**config.mk**
```make
export PLATFORM = sky130hd
export DESIGN_NAME = ogg_last_page_duration_unit_flat
export DESIGN_NICKNAME = d
export VERILOG_FILES = /design/src/hdl/ogglpd_pkg.sv /design/src/hdl/ogglpd_if.sv /design/src/hdl/ogglpd_byte_cell.sv /design/src/hdl/ogglpd_page_match.sv /design/src/hdl/ogglpd_sec_div.sv /design/src/hdl/ogg_last_page_duration_unit.sv /design/src/flat_wrapper.sv
export SDC_FILE = /design/constraint.sdc
export NUM_CORES = 1
export LEC_CHECK = 0
export ABC_AREA = 1
export BUFFER_PORTS_ARGS = -buffer_cell sky130_fd_sc_hd__buf_4
export CAP_MARGIN = 20
export CORE_MARGIN = 1.5
export CORE_UTILIZATION = 55
export DETAILED_ROUTE_END_ITERATION = 10
export PLACE_DENSITY = 0.71
export SYNTH_ARGS = -nofsm -noshare
export SYNTH_HDL_FRONTEND = slang
export SYNTH_SLANG_ARGS = --single-unit
```
**constraint.sdc**
```tcl
create_clock -name clock -period 9.3 [get_ports clock]
set_input_delay 0.465 -clock clock [delete_from_list [all_inputs] [get_ports clock]]
set_output_delay 0.465 -clock clock [all_outputs]
set_load 0.1 [all_outputs]
```
**src/hdl/ogglpd_pkg.sv**
```systemverilog
// Shared types and constants for the Ogg last page duration unit.
package ogglpd_pkg;

   // Page header bytes held in the window, offsets 0 to 25; offset 26 is the live byte.
   localparam int CellCount = 26;

   localparam int GranuleFirst = 6;
   localparam int GranuleBytes = 8;

   localparam logic [7:0] CapO = 8'h4F;
   localparam logic [7:0] CapG = 8'h67;
   localparam logic [7:0] CapS = 8'h53;

   // 48000 * 3600 * 6 samples, six hours
   localparam logic [63:0] MaxGranule = 64'd1036800000;

   // granule / 48000 == (granule >> 7) / 375; the latter by reciprocal multiply
   localparam int ScaleShift  = 7;
   localparam int ScaledWidth = 23;
   localparam int RecipWidth  = 24;
   localparam logic [RecipWidth-1:0] Recip375 = 24'd11453247;
   localparam int RecipShift  = 32;
   localparam int SecWidth    = 15;

   typedef logic [7:0] octet_type;
   typedef octet_type [CellCount-1:0] window_type;

   typedef struct packed {
      logic                   ok;
      logic [ScaledWidth-1:0] scaled;
   } snap_type;

endpackage

```
**src/hdl/ogglpd_if.sv**
```systemverilog
// Valid/ready channel interfaces for the byte input and the duration result.
interface ogglpd_req_if;
   logic       valid;
   logic       ready;
   logic [7:0] data_byte;
   logic       last_byte;

   modport source (output valid, output data_byte, output last_byte, input ready);
   modport sink (input valid, input data_byte, input last_byte, output ready);
endinterface

interface ogglpd_rsp_if;
   logic        valid;
   logic        ready;
   logic [14:0] duration_seconds;

   modport source (output valid, output duration_seconds, input ready);
   modport sink (input valid, input duration_seconds, output ready);
endinterface

```
**src/hdl/ogglpd_byte_cell.sv**
```systemverilog
// One byte cell of the header window; takes its d_in byte on every beat.
module ogglpd_byte_cell (
   input  logic                 clock,
   input  logic                 reset,
   input  logic                 shift,
   input  logic                 clear,
   input  ogglpd_pkg::octet_type d_in,
   output ogglpd_pkg::octet_type q
);

   ogglpd_pkg::octet_type q_ff;

   always_ff @(posedge clock) begin
      if (reset || clear) begin
         q_ff <= '0;
      end else if (shift) begin
         q_ff <= d_in;
      end
   end

   assign q = q_ff;

endmodule

```
**src/hdl/ogglpd_page_match.sv**
```systemverilog
// Capture pattern match on the window and the committed granule register.
module ogglpd_page_match (
   input  logic                   clock,
   input  logic                   reset,
   input  logic                   accept,
   input  logic                   last,
   input  ogglpd_pkg::window_type window,
   output ogglpd_pkg::snap_type   snap
);

   logic [63:0] granule_ff;
   logic [63:0] granule_in;
   logic        valid_ff;
   logic        valid_in;
   logic [63:0] window_granule;
   logic        hit;

   // window[0] is the oldest byte: the page start when the live byte is offset 26
   assign hit = (window[0] == ogglpd_pkg::CapO) && (window[1] == ogglpd_pkg::CapG)
             && (window[2] == ogglpd_pkg::CapG) && (window[3] == ogglpd_pkg::CapS);

   always_comb begin
      for (int i = 0; i < ogglpd_pkg::GranuleBytes; i++) begin
         window_granule[i*8 +: 8] = window[ogglpd_pkg::GranuleFirst + i];
      end
   end

   assign granule_in = hit ? window_granule : granule_ff;
   assign valid_in   = hit || valid_ff;

   always_ff @(posedge clock) begin
      if (reset) begin
         granule_ff <= '0;
         valid_ff   <= 1'b0;
      end else if (accept) begin
         // drop everything at the stream end
         granule_ff <= last ? '0 : granule_in;
         valid_ff   <= last ? 1'b0 : valid_in;
      end
   end

   assign snap.ok = valid_in && (granule_in != '0) && (granule_in <= ogglpd_pkg::MaxGranule);
   assign snap.scaled = granule_in[ogglpd_pkg::ScaleShift +: ogglpd_pkg::ScaledWidth];

endmodule

```
**src/hdl/ogglpd_sec_div.sv**
```systemverilog
// Two-stage seconds conversion: hold the scaled granule, then reciprocal multiply.
module ogglpd_sec_div (
   input  logic                                clock,
   input  logic                                reset,
   input  logic                                load,
   input  ogglpd_pkg::snap_type                snap,
   output logic                                load_ready,
   output logic                                out_valid,
   input  logic                                out_ready,
   output logic [ogglpd_pkg::SecWidth-1:0]     out_seconds
);

   localparam int ProdWidth = ogglpd_pkg::ScaledWidth + ogglpd_pkg::RecipWidth;

   logic                                 s1_valid_ff;
   logic                                 s1_valid_in;
   ogglpd_pkg::snap_type                 s1_snap_ff;
   logic                                 out_valid_ff;
   logic                                 out_valid_in;
   logic [ogglpd_pkg::SecWidth-1:0]      out_sec_ff;
   logic [ogglpd_pkg::SecWidth-1:0]      out_sec_in;
   logic [ProdWidth-1:0]                 product;
   logic                                 out_free;
   logic                                 s1_free;

   assign out_free = !out_valid_ff || out_ready;
   assign s1_free  = !s1_valid_ff || out_free;

   assign s1_valid_in  = s1_free ? load : s1_valid_ff;
   assign out_valid_in = out_free ? s1_valid_ff : out_valid_ff;

   assign product = ProdWidth'(s1_snap_ff.scaled) * ProdWidth'(ogglpd_pkg::Recip375);
   assign out_sec_in = s1_snap_ff.ok
                     ? product[ogglpd_pkg::RecipShift +: ogglpd_pkg::SecWidth] : '0;

   always_ff @(posedge clock) begin
      if (reset) begin
         s1_valid_ff  <= 1'b0;
         out_valid_ff <= 1'b0;
      end else begin
         s1_valid_ff  <= s1_valid_in;
         out_valid_ff <= out_valid_in;
      end
   end

   always_ff @(posedge clock) begin
      if (load) begin
         s1_snap_ff <= snap;
      end
      if (out_free && s1_valid_ff) begin
         out_sec_ff <= out_sec_in;
      end
   end

   assign load_ready  = s1_free;
   assign out_valid   = out_valid_ff;
   assign out_seconds = out_sec_ff;

endmodule

```
**src/hdl/ogg_last_page_duration_unit.sv**
```systemverilog
// Top level of the Ogg last page duration unit.
//
//   channel  dir  payload                              beat
//   req      in   data_byte[7:0], last_byte            valid & ready
//   rsp      out  duration_seconds[14:0]               valid & ready
//
// One byte per cycle; ready falls only when both stages are full and rsp stalls.
// After its last byte, a result is first registered with the match and granule
// scaling, then registered again after the reciprocal multiply by 1/375.
// Synchronous reset clears the 26-byte window chain and the committed granule.
// The last byte clears them again, so the next stream may follow at once.
module ogg_last_page_duration_unit (
   input logic          clock,
   input logic          reset,
   ogglpd_req_if.sink   req_if,
   ogglpd_rsp_if.source rsp_if
);

   ogglpd_pkg::window_type window;
   ogglpd_pkg::snap_type   snap;
   logic                   accept;
   logic                   load_ready;
   logic                   flush;

   assign accept = req_if.valid && load_ready;
   assign flush  = accept && req_if.last_byte;
   assign req_if.ready = load_ready;

   // newest byte enters at the high end and moves toward offset 0
   for (genvar i = 0; i < ogglpd_pkg::CellCount; i++) begin : g_cell
      ogglpd_pkg::octet_type d_in;
      if (i == ogglpd_pkg::CellCount - 1) begin : g_head
         assign d_in = req_if.data_byte;
      end else begin : g_body
         assign d_in = window[i+1];
      end
      ogglpd_byte_cell u_cell (
         .clock (clock),
         .reset (reset),
         .shift (accept),
         .clear (flush),
         .d_in  (d_in),
         .q     (window[i])
      );
   end

   ogglpd_page_match u_match (
      .clock  (clock),
      .reset  (reset),
      .accept (accept),
      .last   (req_if.last_byte),
      .window (window),
      .snap   (snap)
   );

   ogglpd_sec_div u_div (
      .clock       (clock),
      .reset       (reset),
      .load        (flush),
      .snap        (snap),
      .load_ready  (load_ready),
      .out_valid   (rsp_if.valid),
      .out_ready   (rsp_if.ready),
      .out_seconds (rsp_if.duration_seconds)
   );

endmodule
```
**src/flat_wrapper.sv**
```systemverilog
// flat-port wrapper written by rule: the top's interface ports become plain ports
module ogg_last_page_duration_unit_flat 
  (clock, reset, req_if_valid, req_if_data_byte, req_if_last_byte, req_if_ready, rsp_if_valid, rsp_if_duration_seconds, rsp_if_ready);
  ogglpd_req_if req_if_i ();
  ogglpd_rsp_if rsp_if_i ();
  input logic clock;
  input logic reset;
  input wire logic [$bits(req_if_i.valid)-1:0] req_if_valid;
  input wire logic [$bits(req_if_i.data_byte)-1:0] req_if_data_byte;
  input wire logic [$bits(req_if_i.last_byte)-1:0] req_if_last_byte;
  output wire logic [$bits(req_if_i.ready)-1:0] req_if_ready;
  output wire logic [$bits(rsp_if_i.valid)-1:0] rsp_if_valid;
  output wire logic [$bits(rsp_if_i.duration_seconds)-1:0] rsp_if_duration_seconds;
  input wire logic [$bits(rsp_if_i.ready)-1:0] rsp_if_ready;
  assign req_if_i.valid = req_if_valid;
  assign req_if_i.data_byte = req_if_data_byte;
  assign req_if_i.last_byte = req_if_last_byte;
  assign req_if_ready = req_if_i.ready;
  assign rsp_if_valid = rsp_if_i.valid;
  assign rsp_if_duration_seconds = rsp_if_i.duration_seconds;
  assign rsp_if_i.ready = rsp_if_ready;
  ogg_last_page_duration_unit u_core (.clock(clock), .reset(reset), .req_if(req_if_i), .rsp_if(rsp_if_i));
endmodule
```
==> results.txt <==
die span in y: 207 µm
Post-CTS Setup Repair Bufs: 0
WL final: 57,500 µm
Port-buffer cells: 29
Synth area leader: dfxtp_1
DR WL/cell: 17.0 µm
first-pass iteration count of the detailed router: 6
number of synthesized flops with an enable pin: 39
DR vias/cell: 5.30
antenna cells: 0
full die area: 0.0428 mm²
clk sink count: 314
Root Buffer Master: clkbuf_16
Initial DRC Count: 960
fin crit share: 71.7%
Slew headroom: 30.6%
Syn Nets: 3,322
Worst Skew: 0.0171 ns
Netlist cell types: 39
initial antenna violation count: 0
routability cong.: 0.999
H-tree levels: 2
HP Class: in2reg
Area after DPL: 0.0234 mm²
Critical Setup Path Class: reg2reg
chip width: 207 µm
Yosys warning count: 0
Synth async-reset ratio: 0%
hold path startpoint: req_if_data_byte[5]
CP Launch Type: register
crit path from: u_core.u_div.s1_snap_ff[17]
critical register-to-register path startpoint: u_core.u_div.s1_snap_ff[17]
Final WS setup: 2.63 ns
Hold Buf Count CTS: 0
Ports: 30
CP arrival: 6.96 ns
Total GRT Usage: 28.0%
share of cells above drive strength 1: 4.67%
Setup TNS Final: 0 ns
Clock Latency Late Sink: 0.55 ns
Top FF cell, synth: dfxtp_1
# resized after CTS: 0
fin. max-slew vios: 0
synth top area cells: dfxtp_1 24%, fa_1 19%, ha_1 13%, nand2_1 13%, inv_1 8.2%
Worst-path clk slew: 0.06 ns
first-pass GRT wire length: 93,700 µm
Longest Clk Path Bufs: 3
Initial Util: 55.8%
clock period minus worst slack: 6.67 ns
via count: 17,900
DRC violations left: 0
crit path max fanout: 6
area share of the largest cell type after synthesis: 24.1%
synthesized instance count: 2,850
Final Cell Area: 0.0246 mm²
antenna viol nets, final: 0
Setup Viol. Count Final: 0
# rows: 74
CTS buffer count: 36
vias in the first global route: 18,200
post-synthesis sequential area ratio: 29.2%
RSZ-0062 raised after global routing: no
Max Freq: 0.150 GHz
core footprint: 0.0409 mm²
required time worst endpoint: 9.58 ns
Core Util, Final: 60.0%
Max-cap violations: 0
post-DP HPWL: 44,300 µm
Synth Register Bits: 314
GRT Residual Overflow: 0
slew of the pin with the lowest slew margin: 1.04 ns
Post-Place Worst Slack: 2.62 ns
fin nets: 3,297
final-report hold violation count: 0
critical path capture point type: register
syn_area_per_cell: 8.02 µm²
CTS tree: yes
Syn-to-layout area delta: 7.46%
outcome: complete, no violations
largest net degree at the start of global routing: 140
cell area after synthesis: 0.0229 mm²
-- placed cells by master (no fill, tap or decap), drive strengths merged, types with 5 or more instances in the layout --
master,instances
buf,40
fa,219
nand3,51
nand2,780
o21a,7
clkinv,13
nand4,8
edfxtp,39
clkbuf,47
nor2,148
o21bai,5
inv,505
or2,8
nor3,9
o21ai,76
a21oi,322
a31oi,7
o22ai,21
ha,240
dfxtp,275
a21o,6
nand3b,14
-- worst max-delay path, stage by stage, from the launching register on --
cell and delay [ns]:
edfxtp_1 0.57, fa_1 0.81, fa_1 0.51, fa_1 0.55, fa_1 0.53, fa_1 0.53
fa_1 0.55, inv_1 0.06, fa_1 0.53, inv_1 0.04, ha_1 0.30, nand2_1 0.13
nor2_1 0.19, inv_1 0.09, nor4_1 0.46, nand2_1 0.10, o21a_1 0.19, nand3_1 0.09
nand2_1 0.06, nand2_1 0.07, nor2_1 0.05
-- registers in the layout, indices dropped and copies added, names as in the netlist --
register,cells
u_core.u_match.valid_ff,1
u_core.u_div.s1_valid_ff,1
u_core.u_match.granule_ff,64
u_core.u_div.out_valid,1
u_core.u_div.s1_snap_ff,24
u_core.g_cell.u_cell.q,208
u_core.u_div.out_seconds,15
-- cell families (layout without fill, tap and decap cells) --
logic type      count (synthesis)  in the layout  synth area share (%)
simple gates                 1020           1020                  17.8
buf+inv                       606            607                  10.2
fa+ha+maj                     459            459                  32.3
compound gates                449            449                  10.3
flops                         314            314                  29.2
xor+xnor                        2              2                0.0767
-- routing by layer --
layer	part of all wire [%]	vias up	global-route usage, %
met5	0	-	0
met4	3.6	0	11.4
met3	3.9	99	3.64
met1	41	8640	33.7
li1	-	8833	-
met2	51	363	50.5
-- per-stage QoR --
step / std cells / hold WS [ns]
floorplan: 2850 / 0.440
global placement: 3318 / 0.449
detailed placement: 3318 / 0.453
CTS: 3382 / 0.169
global route: 3383 / 0.180
finish: 3383 / 0.190
-- layout make-up --
type / instances / area, µm²
inverter: 503 / 1900
clock inverter: 17 / 155
multi-input combinational: 1930 / 13900
tap: 532 / 666
timing repair buffer: 40 / 320
sequential: 314 / 6680
fill: 3666 / 16400
clock buffer: 47 / 973
-- final timing paths --
check | end | cells after the start | slack, ns
worst min register to register | u_core.g_cell[17].u_cell.q[3] | 2 | 0.46
worst min-delay path | u_core.g_cell[25].u_cell.q[5] | 3 | 0.19
worst max register to register | u_core.u_div.out_seconds[11] | 20 | 2.63
worst max-delay path | u_core.u_div.out_seconds[11] | 20 | 2.63
-- Yosys cell counts (all sizes together), types with 6 or more instances --
master,n
a21o,6
inv,502
nor3,9
a21oi,322
o21ai,76
nor2,148
a31oi,7
or2,8
nand3,51
buf,25
nand4,8
nand3b,14
dfxtp,275
nand2,780
edfxtp,39
ha,240
o22ai,21
o21a,7
clkbuf,78
fa,219
Power is not shown: default switching activity piles up to over one toggle a cycle in this logic, so the estimate is an artifact.
